==> config.mk <==
export PLATFORM = sky130hd
export DESIGN_NAME = base64_stream_decoder
export DESIGN_NICKNAME = d
export VERILOG_FILES = /design/src/hw/rtl/bsd_pkg.sv /design/src/hw/rtl/base64_stream_decoder.sv
export SDC_FILE = /design/constraint.sdc
export NUM_CORES = 1
export LEC_CHECK = 0
export BUFFER_PORTS_ARGS = -buffer_cell sky130_fd_sc_hd__buf_2
export CORE_MARGIN = 8
export CORE_UTILIZATION = 40
export CTS_BUF_LIST = sky130_fd_sc_hd__clkbuf_16
export DETAILED_ROUTE_END_ITERATION = 7
export PLACE_DENSITY = 0.61
export SLEW_MARGIN = 10
export SYNTH_ARGS = -nofsm -noshare
export SYNTH_HDL_FRONTEND = slang
export SYNTH_SLANG_ARGS = --single-unit
==> constraint.sdc <==
create_clock -name clk -period 2.7 [get_ports clk]
set_input_delay 0.405 -clock clk [delete_from_list [all_inputs] [get_ports clk]]
set_output_delay 0.405 -clock clk [all_outputs]
set_load 0.02 [all_outputs]
==> src/hw/rtl/bsd_pkg.sv <==
// bsd_pkg: shared constants, types and the alphabet lookup of the base64 stream decoder.
// Depends on nothing; used by base64_stream_decoder and tb_top.
`default_nettype none

package bsd_pkg;

  localparam int unsigned SymW   = 8;
  localparam int unsigned SextW  = 6;
  localparam int unsigned HeldW  = 3 * SextW;
  localparam int unsigned WordW  = 4 * SextW;
  localparam int unsigned ByteW  = 8;
  localparam int unsigned StatW  = 3;
  localparam int unsigned QErrW  = 2;

  localparam logic [SymW-1:0] PAD_CHAR = 8'h3D;

  typedef enum logic [StatW-1:0] {
    ST_DATA     = 3'd0,
    ST_BAD_CHAR = 3'd1,
    ST_BAD_PAD  = 3'd2,
    ST_BAD_LEN  = 3'd3,
    ST_END_OK   = 3'd4
  } status_t;

  // Quad error codes use the low bits of the matching status codes.
  localparam logic [QErrW-1:0] QERR_NONE = 2'd0;
  localparam logic [QErrW-1:0] QERR_CHAR = 2'd1;
  localparam logic [QErrW-1:0] QERR_PAD  = 2'd2;

  typedef struct packed {
    logic             ok;
    logic [SextW-1:0] val;
  } sextet_t;

  // Sextet of one character of the standard alphabet; ok is low outside it.
  function automatic sextet_t sextet_of(input logic [SymW-1:0] c);
    sextet_t   r;
    logic [SymW-1:0] t;
    r = '{ok: 1'b0, val: '0};
    t = '0;
    if (c >= 8'h41 && c <= 8'h5A) begin
      t = c - 8'h41;
      r = '{ok: 1'b1, val: t[SextW-1:0]};
    end else if (c >= 8'h61 && c <= 8'h7A) begin
      t = c - 8'h61 + 8'd26;
      r = '{ok: 1'b1, val: t[SextW-1:0]};
    end else if (c >= 8'h30 && c <= 8'h39) begin
      t = c - 8'h30 + 8'd52;
      r = '{ok: 1'b1, val: t[SextW-1:0]};
    end else if (c == 8'h2B) begin
      r = '{ok: 1'b1, val: 6'd62};
    end else if (c == 8'h2F) begin
      r = '{ok: 1'b1, val: 6'd63};
    end
    return r;
  endfunction

endpackage

`default_nettype wire

==> src/hw/rtl/base64_stream_decoder.sv <==
// base64_stream_decoder: streaming base64 (standard alphabet) decoder, one character per request.
// Depends on bsd_pkg for constants, the status type and the sextet lookup.
// A quad's results go from the input register through the run register and the output register
// to out_*. Throughput: one character per cycle, unless a result-making request waits for the
// previous run to empty; a quad's bytes leave the run register one per cycle while not stalled.
// Reset (rst_n low, synchronous) empties all stages and clears the quad state.
`default_nettype none

module base64_stream_decoder (
  input  wire logic       clk,
  input  wire logic       rst_n,
  // input channel
  input  wire logic       in_tvalid,
  output logic            in_tready,
  input  wire logic [7:0] in_tdata,   // [7:0] symbol
  input  wire logic [0:0] in_tuser,   // [0] finish
  // result channel
  output logic            out_tvalid,
  input  wire logic       out_tready,
  output logic [7:0]      out_tdata,  // [7:0] data_byte
  output logic            out_tlast,  // last_of_run
  output logic [2:0]      out_tuser   // [2:0] status
);

  localparam int unsigned SymW  = bsd_pkg::SymW;
  localparam int unsigned SextW = bsd_pkg::SextW;
  localparam int unsigned HeldW = bsd_pkg::HeldW;
  localparam int unsigned WordW = bsd_pkg::WordW;
  localparam int unsigned ByteW = bsd_pkg::ByteW;
  localparam int unsigned QErrW = bsd_pkg::QErrW;

  // ---------------- input register ----------------
  logic            in_v_r;
  logic [SymW-1:0] sym_r;
  logic            fin_r;

  // ---------------- quad state ----------------
  logic [1:0]       pos_r,  pos_nxt;
  logic [HeldW-1:0] held_r, held_nxt;
  logic             pad_r,  pad_nxt;     // '=' ended the quad early
  logic             pad2_r, pad2_nxt;    // that '=' sat in the third position
  logic [QErrW-1:0] qerr_r, qerr_nxt;

  // ---------------- run register: results of one request ----------------
  logic [WordW-1:0]       run_word_r;   // next byte in [23:16]
  logic [1:0]             run_cnt_r;    // results still to hand over
  bsd_pkg::status_t       run_st_r;

  // ---------------- output register ----------------
  logic                   out_v_r;
  logic [ByteW-1:0]       out_data_r;
  logic                   out_last_r;
  bsd_pkg::status_t       out_st_r;

  // ---------------- decode of the held request ----------------
  bsd_pkg::sextet_t sx;
  logic             live;
  logic [SextW-1:0] v;
  logic             need;               // this request makes results
  logic [1:0]       new_cnt;
  logic [WordW-1:0] new_word;
  bsd_pkg::status_t new_st;

  always_comb begin
    sx       = bsd_pkg::sextet_of(sym_r);
    live     = (qerr_r == bsd_pkg::QERR_NONE) && !pad_r;
    v        = '0;
    pad_nxt  = pad_r;
    pad2_nxt = pad2_r;
    qerr_nxt = qerr_r;
    held_nxt = held_r;
    pos_nxt  = pos_r;
    need     = 1'b0;
    new_cnt  = 2'd0;
    new_word = '0;
    new_st   = bsd_pkg::ST_DATA;

    if (live) begin
      if (sym_r == bsd_pkg::PAD_CHAR) begin
        if (pos_r < 2'd2) begin
          qerr_nxt = bsd_pkg::QERR_PAD;
        end else begin
          pad_nxt  = 1'b1;
          pad2_nxt = (pos_r == 2'd2);
        end
      end else if (!sx.ok) begin
        qerr_nxt = bsd_pkg::QERR_CHAR;
      end else begin
        v = sx.val;
      end
    end

    if (fin_r) begin
      // end of message: any partial quad is a length error; pending quad error is dropped
      need     = 1'b1;
      new_cnt  = 2'd1;
      new_st   = (pos_r != 2'd0) ? bsd_pkg::ST_BAD_LEN : bsd_pkg::ST_END_OK;
      pos_nxt  = '0;
      held_nxt = '0;
      pad_nxt  = 1'b0;
      pad2_nxt = 1'b0;
      qerr_nxt = bsd_pkg::QERR_NONE;
    end else if (pos_r != 2'd3) begin
      held_nxt = {held_r[HeldW-SextW-1:0], v};
      pos_nxt  = pos_r + 2'd1;
    end else begin
      need = 1'b1;
      if (qerr_nxt != bsd_pkg::QERR_NONE) begin
        new_cnt = 2'd1;
        new_st  = bsd_pkg::status_t'({1'b0, qerr_nxt});
      end else begin
        new_word = {held_r, v};
        new_cnt  = pad_nxt ? (pad2_nxt ? 2'd1 : 2'd2) : 2'd3;
      end
      pos_nxt  = '0;
      held_nxt = '0;
      pad_nxt  = 1'b0;
      pad2_nxt = 1'b0;
      qerr_nxt = bsd_pkg::QERR_NONE;
    end
  end

  // ---------------- flow control ----------------
  logic move;      // run hands one result to the output register
  logic run_free;  // run is empty after this edge's hand-over
  logic adv;       // held request is consumed

  assign move      = (run_cnt_r != 2'd0) && (!out_v_r || out_tready);
  assign run_free  = (run_cnt_r == 2'd0) || ((run_cnt_r == 2'd1) && move);
  assign adv       = in_v_r && (!need || run_free);
  assign in_tready = !in_v_r || adv;

  // input register
  always_ff @(posedge clk) begin
    if (!rst_n) begin
      in_v_r <= 1'b0;
    end else if (in_tready) begin
      in_v_r <= in_tvalid;
    end
  end

  always_ff @(posedge clk) begin
    if (in_tready && in_tvalid) begin
      sym_r <= in_tdata;
      fin_r <= in_tuser[0];
    end
  end

  // quad state
  always_ff @(posedge clk) begin
    if (!rst_n) begin
      pos_r  <= '0;
      held_r <= '0;
      pad_r  <= 1'b0;
      pad2_r <= 1'b0;
      qerr_r <= bsd_pkg::QERR_NONE;
    end else if (adv) begin
      pos_r  <= pos_nxt;
      held_r <= held_nxt;
      pad_r  <= pad_nxt;
      pad2_r <= pad2_nxt;
      qerr_r <= qerr_nxt;
    end
  end

  // run register: loads a fresh run, else shifts one byte out per hand-over
  always_ff @(posedge clk) begin
    if (!rst_n) begin
      run_cnt_r  <= '0;
      run_word_r <= '0;
      run_st_r   <= bsd_pkg::ST_DATA;
    end else if (adv && need) begin
      run_cnt_r  <= new_cnt;
      run_word_r <= new_word;
      run_st_r   <= new_st;
    end else if (move) begin
      run_cnt_r  <= run_cnt_r - 2'd1;
      run_word_r <= {run_word_r[WordW-ByteW-1:0], {ByteW{1'b0}}};
    end
  end

  // output register
  always_ff @(posedge clk) begin
    if (!rst_n) begin
      out_v_r <= 1'b0;
    end else if (move) begin
      out_v_r <= 1'b1;
    end else if (out_tready) begin
      out_v_r <= 1'b0;
    end
  end

  always_ff @(posedge clk) begin
    if (move) begin
      out_data_r <= run_word_r[WordW-1:WordW-ByteW];
      out_last_r <= (run_cnt_r == 2'd1);
      out_st_r   <= run_st_r;
    end
  end

  assign out_tvalid = out_v_r;
  assign out_tdata  = out_data_r;
  assign out_tlast  = out_last_r;
  assign out_tuser  = out_st_r;

  // ---------------- assertions ----------------
  a_err_shape: assert property (@(posedge clk) disable iff (!rst_n)
    out_v_r && (out_st_r != bsd_pkg::ST_DATA) |-> (out_data_r == '0) && out_last_r)
    else $error("error or end result carries data or is not last");

  a_load_free: assert property (@(posedge clk) disable iff (!rst_n)
    adv && need |-> run_free)
    else $error("run overwritten while results remain");

  a_empty_quad: assert property (@(posedge clk) disable iff (!rst_n)
    pos_r == 2'd0 |-> (held_r == '0) && !pad_r && (qerr_r == bsd_pkg::QERR_NONE))
    else $error("quad state not cleared at quad start");

  a_idle_ready: assert property (@(posedge clk) disable iff (!rst_n)
    !in_v_r |-> in_tready)
    else $error("empty input register refuses requests");

  a_move_data: assert property (@(posedge clk) disable iff (!rst_n)
    move |=> out_v_r)
    else $error("handed-over result lost");

endmodule

`default_nettype wire

After elaboration in Yosys (flattened, before gate mapping)
Cells that the tools add are included.

Input port bits: 13. Output and inout bits: 14. Flip-flop bits (word level): 76. Word-level logic and storage cells: 107.

Magnitude comparators: 7. Mux-type cells: 48. Add/sub/neg operators: 7. Equal/unequal tests: 6. Reductions and logical operators: 24.

Operators by type and width (number): two-way mux 24 bit (5); two-way mux 18 bit (2); two-way mux 7 bit (5); two-way mux 2 bit (17); equality test 8 x 6 -> 1 bit (second input constant) (3); two-way mux 6 bit (3); >= comparator 8 x 7 -> 1 bit (second input constant) (2); less-or-equal comparator 8 x 7 -> 1 bit (second input constant) (2); two-way mux 1 bit (14); subtractor 6 bit (second input constant) (2); nonzero test 2 bit (5); logical AND 1 bit (9); >= comparator 8 x 6 -> 1 bit (second input constant) (1); less-or-equal comparator 8 x 6 -> 1 bit (second input constant) (1); adder 6 x 5 -> 6 bit (second input constant) (1); adder 6 bit (second input constant) (1); two-way mux 3 bit (2); subtractor 6 x 1 -> 6 bit (second input constant) (1); logical NOT 1 bit (4); logical NOT 2 bit (2); logical OR 1 bit (4); adder 2 x 1 -> 2 bit (second input constant) (1); equality test 2 x 1 -> 1 bit (second input constant) (1); equality test 2 bit (second input constant) (1); 3 further kinds (3).

Depth between registers and ports, before layout
Gate-level depths: netlist of the first run.

Depth in word-level cells: 14. Mapped depth: 9. Gate-level depth less buffers: 8.

Worst setup path before layout of the first run
OpenSTA, ideal clock, no wires.

Path type: register to register. Start: register sym_r[2]. End: register run_word_r[23]. Setup time: 0.116 ns. Cell stages (with the launch flop): 10. Period minus slack after synthesis: 2.254 ns. Path slack: 0.446 ns. Arrival time: 2.138 ns. Buffers on the path: 1. Data required time: 2.584 ns. Cells stage by stage: edfxtp_1 inv_1 ha_1 a21o_2 nand3_1 nor3b_4 o41a_4 buf_6 a2bb2oi_2 nor2_1.

Word-level cells in the longest chain between the ends: 14. Elaborated cells on any way between the ends: 25. Those cells by class: order compare: 6; eq/ne: 3; mux: 12; reduce/logical: 4.

RTL lines: start: declaration (RTL line base64_stream_decoder.sv:34) `logic [SymW-1:0] sym_r;`; start signal: assignment (RTL line base64_stream_decoder.sv:144) `sym_r <= in_tdata;`; branches (longest 7 deep; another with >= comparator 8 x 6 -> 1 bit); two-way mux 2 bit * (RTL line base64_stream_decoder.sv:79) `if (sym_r == bsd_pkg::PAD_CHAR) begin`; two-way mux 2 bit * (RTL line base64_stream_decoder.sv:78) `if (live) begin`; nonzero test 2 bit * (RTL line base64_stream_decoder.sv:108) `if (qerr_nxt != bsd_pkg::QERR_NONE) begin`; two-way mux 24 bit * (RTL line base64_stream_decoder.sv:108); two-way mux 24 bit * (RTL line base64_stream_decoder.sv:103) `end else if (pos_r != 2'd3) begin`; two-way mux 24 bit * (RTL line base64_stream_decoder.sv:93) `if (fin_r) begin`; two-way mux 24 bit * (RTL line base64_stream_decoder.sv:172) `end else if (adv && need) begin`; end signal: assignment (RTL line base64_stream_decoder.sv:174) `run_word_r <= new_word;`; end signal: assignment (RTL line base64_stream_decoder.sv:178) `run_word_r <= {run_word_r[WordW-ByteW-1:0], {ByteW{1'b0}}};`; end: declaration (RTL line base64_stream_decoder.sv:45) `logic [WordW-1:0] run_word_r;`.

Mark *: on every way between the ends. A chain may end at the register's enable or synchronous reset.

Worst setup path in the final report of the first run
Start: register sym_r[0]. End: register run_word_r[17].

Same word-level chain as after synthesis.

==> results.tsv, run 1 <==
metric	value	unit
status	complete, no violations	
fmax	400	MHz
power per cell area	947	nW/um2
CTS clk-pin slew, worst paths	0.07	ns
drt initial violations	141	
Slew Viols, Final	0	
CTS hold repair buffers	0	
Final #Nets	428	
post-CTS sizing	0	
Post-synth ARST share	0	%
DR WL/cell	15.9	um
routability cong.	0.871	
IO Count	27	
internal reg-to-reg setup slack	0.20	ns
total CTS buffers	9	
Setup Fix Bufs, Post-CTS	0	
worst path required time	2.93	ns
grt peak-use layer	met2	
worst-margin pin slew	0.691	ns
CP top delay family	compound AO/OA/AOI/OAI gates	
TritonCTS clock tree	built	
Routed Antenna Nets	0	
P&R area growth vs syn	15.2	%
count leader, synth	dfxtp_1	
Post-synth top cells	dfxtp_1 (55), nor2_1 (44), o21ai_0 (33)	
worst-path cell chain	inv_1 > ha_1 > nand2b_1 > a21oi_1 > nor3_4 > o41a_4 > a2bb2oi_2 > nor2_1	
die area	12600	um2
Root Driver	clkbuf_16	
Core ar.	9110	um2
Crit. End Element	flip-flop	
FP Rows	35	
Vias	2869	
IO Port Bufs	26	
Hold Path Class	in -> reg	
hold path cells	1	
Core Util, Final	47.0	%
post-route clock period utilization	92.6	%
Synth Flop Type	dfxtp_1	
maximum fanout along the worst path	21	
total detailed-routing wirelength	8220	um
Tot GR Track Use	13.8	%
Crit Reg-Reg Startpoint	sym_r[0]	
clk_skew	0.00753	ns
Skew-Pair Late Insertion Delay	0.34	ns
area share of the largest cell type after synthesis	29.6	%
largest net degree at the start of global routing	37	
critical path buffer and inverter count	1	
Critical Path Start	sym_r[0]	
post-route cell area	4280	um2
Worst Hold End	sym_r[0]	
ant diodes	0	
placed instance area	3970	um2
TritonRoute pass-1 iters	4	
DR DRC count	0	
Worst setup SP type	flip-flop	
P_leak	0.00164	uW
Worst Path Arrival	2.73	ns
final hold vios	0	
CTS Buffer Depth	2	
Max Cap Violations	0	
RSZ-0062 raised after global routing	no	
Seq cells post-synth	76	
GR Layer Usage met1	16.6	%
Post-synth EDFFs	21	
Synthesis Warnings	0	
Setup TNS	0	ns
Max VDD drop	0.341	mV
Yosys cell types	60	
Post-Syn Area	3720	um2
antenna violations before repair	0	
post-DP HPWL	5710	um
sequential share of the synthesized area	46.6	%
Setup Crit Path Kind	reg -> reg	
initial core utilization	40.8	%
Net Count, Synth	400	
Min Clock Period, post-route	2.50	ns
first-pass GRT wire length	14200	um
CP max stage delay	0.65	ns
HP Start	in_tdata[0]	
leading area contributor after synthesis	dfxtp_1	
top post-synthesis cells by area	dfxtp_1 (30%), edfxtp_1 (17%), a2bb2oi_2 (6.1%), nor2_1 (4.4%), o21ai_0 (4.4%)	
Die Span Y	112	um
Die Wd	112	um
final number of setup-violating endpoints	0	
clk sinks	76	
gr ovfl total	0	
layout cells sized above 1	21.4	%
pre-CTS setup slack	0.263	ns
Slew Limit Headroom	53.8	%
H-tree levels	3	
worst reg-to-reg path cell count	8	
synthesized area per cell	9.94	um2
cells after synthesis	374	
met3 GRT Util	4.29	%
fin worst setup slack	0.199	ns
vias in the first global route	2875	
vias per inst	5.54	
crit path max-delay cell type	o41a_4	
worst r2r dst	run_word_r[17]	
routing usage on met2	23.3	%
-- report_power, final --
part           switching [uW]  internal (uW)  leakage (uW)
sequential                106           1460      0.000654
combinational             744            501      0.000842
clock                     512            730      0.000145
total                    1360           2690       0.00164
-- sequential cells by signal, indices dropped and copies added, names as in the netlist --
signal      flops
sym_r           8
qerr_r          2
pad_r           1
out_tdata       8
pos_r           2
out_tlast       1
held_r         18
pad2_r          1
out_tvalid      1
in_v_r          1
run_cnt_r       2
run_st_r        3
run_word_r     24
out_tuser       3
fin_r           1
-- routing by layer --
| layer | wire (um) | part of all wire (%) | up-vias |
|---|---|---|---|
| li1 | - | - | 1424 |
| met1 | 3920 | 48 | 1394 |
| met2 | 3870 | 47 | 42 |
| met3 | 344 | 4.2 | 9 |
| met4 | 89 | 1.1 | 0 |
| met5 | 0 | 0 | - |
-- cell families after synthesis --
group	after synthesis	synth area share, %
muxes	1	0.269
adders and majority gates	13	4.38
DFF	76	46.6
xor gates and xnor gates	1	0.236
AOI/OAI and AO/OA	109	24.1
and+or+nand+nor	139	20.2
buffers and inverters	35	4.24
-- cell usage in the layout, fill, tap and decap left out, drive strengths merged, types with 4 or more instances in the layout --
cell type and count:
nand2b 7, inv 17, nand2 23, buf 38, nor2 44, ha 13
a32o 8, dfxtp 55, a21oi 11, o21ai 37, a21boi 4, a22oi 15
nor2b 22, nor3 6, clkbuf 9, a2bb2oi 16, edfxtp 21, nand3 10
-- per-stage QoR --
stage | total power (uW) | hold WS [ns] | cells
after global routing | 4290 | 0.228 | 518
final | 4050 | 0.238 | 518
after floorplan | 2490 | 0.403 | 374
after CTS | 4090 | 0.232 | 518
after detailed placement | 2830 | 0.412 | 502
after global placement | 2830 | 0.409 | 502
-- layout make-up --
class,count,area (um2)
Fill cell,862,4830
Inverter,14,52.6
Multi-Input combinational cell,263,1830
Sequential cell,76,1730
Timing Repair Buffer,38,220
Clock buffer,9,225
Clock inverter,7,82.6
Tap cell,111,139
-- how the worst max path moves through the flow --
| stage | depth (start not counted) | endpoint | slack, ns |
|---|---|---|---|
| after global routing | 8 | run_word_r[7] | 0.04 |
| final | 8 | run_word_r[17] | 0.20 |
| after floorplan | 9 | run_word_r[23] | 0.45 |
| after detailed placement | 8 | run_word_r[17] | 0.26 |
| after CTS | 8 | run_word_r[17] | 0.23 |
| after global placement | 8 | run_word_r[22] | 0.28 |
Note: power is estimated with default switching activity, not from simulation.
==> inputs of run 2 (changes only) <==
Settings changed: REMOVE_ABC_BUFFERS from default to 1.
==> run 2 against run 1 <==
  * Global-route usage decreased by 0.29 points
  * Cell area increased by 0.61%
  * Power increased by 2.3%
  * Via count decreased by 0.94%
  * Largest power group unchanged
  * Cell count decreased by 0.39%
  * Register-to-register slack improved by 0.06 ns
  * Highest routed layer unchanged
  * Routed wire length about the same
  * Die area unchanged
  * Non-clock buffer count decreased by 2
==> results.tsv, run 2 (synthesized netlist as in run 1, its figures left out) <==
metric	value	unit	change
H-tree levels	3		unchanged
layout cells sized above 1	20.7	%	was 21.4%
TritonRoute pass-1 iters	5		was 4
status	complete, no violations		unchanged
fmax	410	MHz	was 400 MHz
top flop regs	run_word_r: 24 flops, held_r: 18 flops		unchanged
DR WL/cell	15.9	um	about the same
Max VDD drop	0.316	mV	was 0.341 mV
post-CTS sizing	0		unchanged
Setup Crit Path Kind	reg -> reg		unchanged
maximum fanout along the worst path	21		unchanged
P&R area growth vs syn	15.9	%	was 15.2%
Slew Limit Headroom	51.1	%	was 53.8%
Largest register FFs	24		unchanged
hold path cells	1		unchanged
worst-margin pin slew	0.731	ns	was 0.691 ns
largest net degree at the start of global routing	31		was 37
Max Cap Violations	0		unchanged
RSZ-0062 raised after global routing	no		unchanged
routability cong.	0.854		was 0.871
vias per inst	5.51		was 5.54
worst r2r dst	run_word_r[22]		was run_word_r[17]
CTS Buffer Depth	2		unchanged
drt initial violations	176		was 141
Crit. End Element	flip-flop		unchanged
gr ovfl total	0		unchanged
Setup TNS	0	ns	unchanged
most flop-heavy register	run_word_r		unchanged
CTS hold repair buffers	0		unchanged
Core ar.	9110	um2	unchanged
Setup Fix Bufs, Post-CTS	0		unchanged
Routed Antenna Nets	0		unchanged
DR DRC count	0		unchanged
Min Clock Period, post-route	2.44	ns	was 2.50 ns
Worst Hold End	sym_r[0]		unchanged
initial core utilization	40.8	%	unchanged
final hold vios	0		unchanged
Worst Path Arrival	2.66	ns	was 2.73 ns
antenna violations before repair	0		unchanged
IO Port Bufs	26		unchanged
clk sinks	76		unchanged
Skew-Pair Late Insertion Delay	0.33	ns	was 0.34 ns
ant diodes	0		unchanged
Die Wd	112	um	unchanged
Die Span Y	112	um	unchanged
total detailed-routing wirelength	8220	um	about the same
TritonCTS clock tree	built		unchanged
most common cell after layout, fill and taps aside	dfxtp_1		unchanged
vias in the first global route	2856		was 2875
IO Count	27		unchanged
Vias	2842		was 2869
post-DP HPWL	5630	um	was 5710 um
internal reg-to-reg setup slack	0.26	ns	was 0.20 ns
Hold Path Class	in -> reg		unchanged
first-pass GRT wire length	13900	um	was 14200 um
CTS clk-pin slew, worst paths	0.06	ns	was 0.07 ns
power per cell area	963	nW/um2	was 947 nW/um2
P_leak	0.00166	uW	was 0.00164 uW
Tot GR Track Use	13.5	%	was 13.8%
Slew Viols, Final	0		unchanged
worst reg-to-reg path cell count	8		unchanged
commonest non-fill, non-tap cells in the layout	dfxtp_1 (55), nor2_1 (43), o21ai_0 (33), buf_2 (26)		unchanged
Final #Nets	426		was 428
worst path required time	2.92	ns	was 2.93 ns
FP Rows	35		unchanged
clk_skew	0.00705	ns	was 0.00753 ns
post-route clock period utilization	90.3	%	was 92.6%
Worst setup SP type	flip-flop		unchanged
total CTS buffers	9		unchanged
Root Driver	clkbuf_16		unchanged
final number of setup-violating endpoints	0		unchanged
Crit Reg-Reg Startpoint	sym_r[0]		unchanged
HP Start	in_tdata[0]		unchanged
worst hold margin	0.249	ns	was 0.238 ns
die area	12600	um2	unchanged
==> run 2: worst max-delay path by stage <==
stage | end | start | depth (start not counted)
floorplan | run_word_r[2] | pos_r[0] | 7
global placement | run_word_r[22] | sym_r[3] | 7
detailed placement | run_word_r[22] | sym_r[3] | 7
CTS | run_word_r[22] | sym_r[3] | 7
global route | run_word_r[17] | sym_r[1] | 8
finish | run_word_r[22] | sym_r[0] | 8
==> run 2: area by class of cell <==
class                           instances  area [um2]
Sequential cell                        76        1730
Tap cell                              111         139
Clock inverter                          6        86.3
Multi-Input combinational cell        263        1830
Fill cell                             862        4800
Inverter                               14        52.6
Timing Repair Buffer                   36         218
Clock buffer                           10         250
==> run 2: through the flow <==
stage	total power (uW)	utilization, %	std cells	cell area, um2	setup slack [ns]
global placement	2830	43.6	500	3970	0.287
global route	4380	47.3	516	4310	0.100
floorplan	2450	-	353	3610	-0.476
detailed placement	2830	43.6	500	3970	0.265
CTS	4190	47.3	516	4310	0.257
finish	4150	47.3	516	4310	0.263
==> run 2: routing by layer <==
layer	global-route usage, %	up-vias	share of wire, %
li1	-	1412	-
met1	17.0	1353	48
met2	21.9	67	47
met3	3.97	10	4.8
met4	4.05	0	1.1
met5	0	-	0
==> run 2: power breakdown <==
group / total [uW] / switching [uW] / leakage, uW / internal (uW)
clock network: 1340 / 475 / 0.000169 / 864
registers: 1570 / 105 / 0.000654 / 1460
logic: 1240 / 741 / 0.000836 / 500
total: 4150 / 1320 / 0.00166 / 2830
==> run 2: critical path, stage by stage, from the launching register on <==
cell and delay, ns:
edfxtp_1 0.47, inv_1 0.19, ha_1 0.26, nand2b_1 0.07, a21oi_1 0.29, nor3_4 0.12
o41a_4 0.65, a2bb2oi_1 0.21, nor2_1 0.06
==> inputs of run 3 (changes only) <==
Settings changed: CORE_UTILIZATION 40 to 60, PLACE_DENSITY 0.61 to 0.83.
==> run 3 against run 2 <==
  * Worst hold slack better by 0.00084 ns
  * Sequential share of layout area grew 0.47 points
  * Clock skew down 0.0019 ns
  * Count of clock-buffer cells in the layout did not move
  * Die area fell by 29%
  * Critical path type unchanged
  * Critical endpoint unchanged
  * Largest cell class unchanged
  * Largest power group unchanged
==> results.tsv, run 3 (synthesized netlist as in run 1, its figures left out) <==
metric	value	unit	change
top flop regs	run_word_r: 24 flops, held_r: 18 flops		unchanged
P&R area growth vs syn	14.5	%	was 15.9%
final number of setup-violating endpoints	0		unchanged
Hold Path Class	in -> reg		unchanged
pre-CTS setup slack	0.267	ns	was 0.265 ns
hold path cells	1		unchanged
layout cells sized above 1	20.9	%	was 20.7%
worst reg-to-reg path cell count	8		unchanged
TritonRoute pass-1 iters	4		was 5
Final #Nets	427		was 426
Die Span Y	94.7	um	was 112 um
antenna violations before repair	0		unchanged
post-CTS sizing	0		unchanged
fin worst setup slack	0.205	ns	was 0.263 ns
total CTS buffers	9		unchanged
CTS Buffer Depth	2		unchanged
Crit Reg-Reg Startpoint	sym_r[0]		unchanged
clk sinks	76		unchanged
Die Wd	94.7	um	was 112 um
worst path required time	2.92	ns	about the same
worst r2r dst	run_word_r[22]		unchanged
FP Rows	28		was 35
total detailed-routing wirelength	8170	um	was 8220 um
DR WL/cell	17.0	um	was 15.9 um
most common cell after layout, fill and taps aside	dfxtp_1		unchanged
Tot Pwr	4150	uW	about the same
Core ar.	5960	um2	was 9110 um2
H-tree levels	3		unchanged
worst-margin pin slew	0.768	ns	was 0.731 ns
Setup Fix Bufs, Post-CTS	0		unchanged
DR DRC count	0		unchanged
Vias	2931		was 2842
drt initial violations	173		was 176
die area	8970	um2	was 12600 um2
Core Util, Final	71.5	%	was 47.3%
Largest register FFs	24		unchanged
TritonCTS clock tree	built		unchanged
Max Cap Violations	0		unchanged
final hold vios	0		unchanged
Slew Viols, Final	0		unchanged
gr ovfl total	0		unchanged
Crit. End Element	flip-flop		unchanged
routability cong.	0.929		was 0.854
CTS clk-pin slew, worst paths	0.06	ns	about the same
initial core utilization	62.4	%	was 40.8%
CTS hold repair buffers	0		unchanged
IO Port Bufs	26		unchanged
first-pass GRT wire length	13600	um	was 13900 um
HP Start	in_tdata[7]		was in_tdata[0]
Worst Path Arrival	2.71	ns	was 2.66 ns
internal reg-to-reg setup slack	0.21	ns	was 0.26 ns
P_leak	0.00166	uW	about the same
Tot GR Track Use	19.2	%	was 13.5%
maximum fanout along the worst path	21		unchanged
Root Driver	clkbuf_16		unchanged
RSZ-0062 raised after global routing	no		unchanged
post-DP HPWL	5520	um	was 5630 um
largest net degree at the start of global routing	32		was 31
status	complete, no violations		unchanged
IO Count	27		unchanged
vias in the first global route	2924		was 2856
power per cell area	975	nW/um2	was 963 nW/um2
Critical Path Start	sym_r[0]		unchanged
vias per inst	6.09		was 5.51
fmax	401	MHz	was 410 MHz
Min Clock Period, post-route	2.49	ns	was 2.44 ns
Skew-Pair Late Insertion Delay	0.33	ns	about the same
Worst setup SP type	flip-flop		unchanged
commonest non-fill, non-tap cells in the layout	dfxtp_1 (55), nor2_1 (43), o21ai_0 (33), buf_2 (26)		unchanged
Setup Crit Path Kind	reg -> reg		unchanged
most flop-heavy register	run_word_r		unchanged
ant diodes	0		unchanged
Max VDD drop	0.709	mV	was 0.316 mV
clk_skew	0.00514	ns	was 0.00705 ns
Worst Hold End	sym_r[7]		was sym_r[0]
Routed Antenna Nets	0		unchanged
Slew Limit Headroom	48.7	%	was 51.1%
post-route clock period utilization	92.4	%	was 90.3%
## run 3: changes by cell type in the layout (fill, tap and decap cells not counted)
cell      previous run  this run
inv_6                0         1
clkinv_4             2         1
buf_4                9        11
buf_12               1         0
## run 3: worst max-delay path by stage
| stage | slack (ns) | end |
|---|---|---|
| floorplan | -0.48 | run_word_r[2] |
| global placement | 0.30 | run_word_r[22] |
| detailed placement | 0.27 | run_word_r[22] |
| CTS | 0.23 | run_word_r[22] |
| global route | 0.07 | run_word_r[22] |
| finish | 0.21 | run_word_r[22] |
## run 3: layer usage
metal / vias up / share of wire (%) / track usage, %
li1: 1417 / - / -
met1: 1421 / 44 / 22.5
met2: 80 / 49 / 32.5
met3: 13 / 4.9 / 4.92
met4: 0 / 1.7 / 8.58
met5: - / 0 / 0
## run 3: worst max-delay path, stage by stage (launching register included)
cell and delay (ns):
edfxtp_1 0.48, inv_1 0.19, ha_1 0.26, nand2b_1 0.09
a21oi_1 0.29, nor3_4 0.12, o41a_4 0.64, a2bb2oi_1 0.22
nor2_1 0.07
## run 3: metrics by stage
stage	instance area (um2)	hold WS (ns)	instances	setup TNS (ns)
global route	4260	0.235	481	0
global placement	3920	0.408	465	0
floorplan	3610	0.403	353	-5.71
CTS	4260	0.243	481	0
detailed placement	3920	0.411	465	0
finish	4260	0.249	481	0
## run 3: layout make-up
cell class	count	area (um2)
clock inverter	6	86.3
inverter	14	52.6
clock buffer	10	250
multi-input combinational	263	1830
sequential	76	1730
fill	421	1700
tap	75	93.8
timing repair buffer	37	213
## run 3: where the power goes
group | switching, uW | internal [uW]
sequential | 110 | 1460
combinational | 747 | 497
clock | 467 | 865
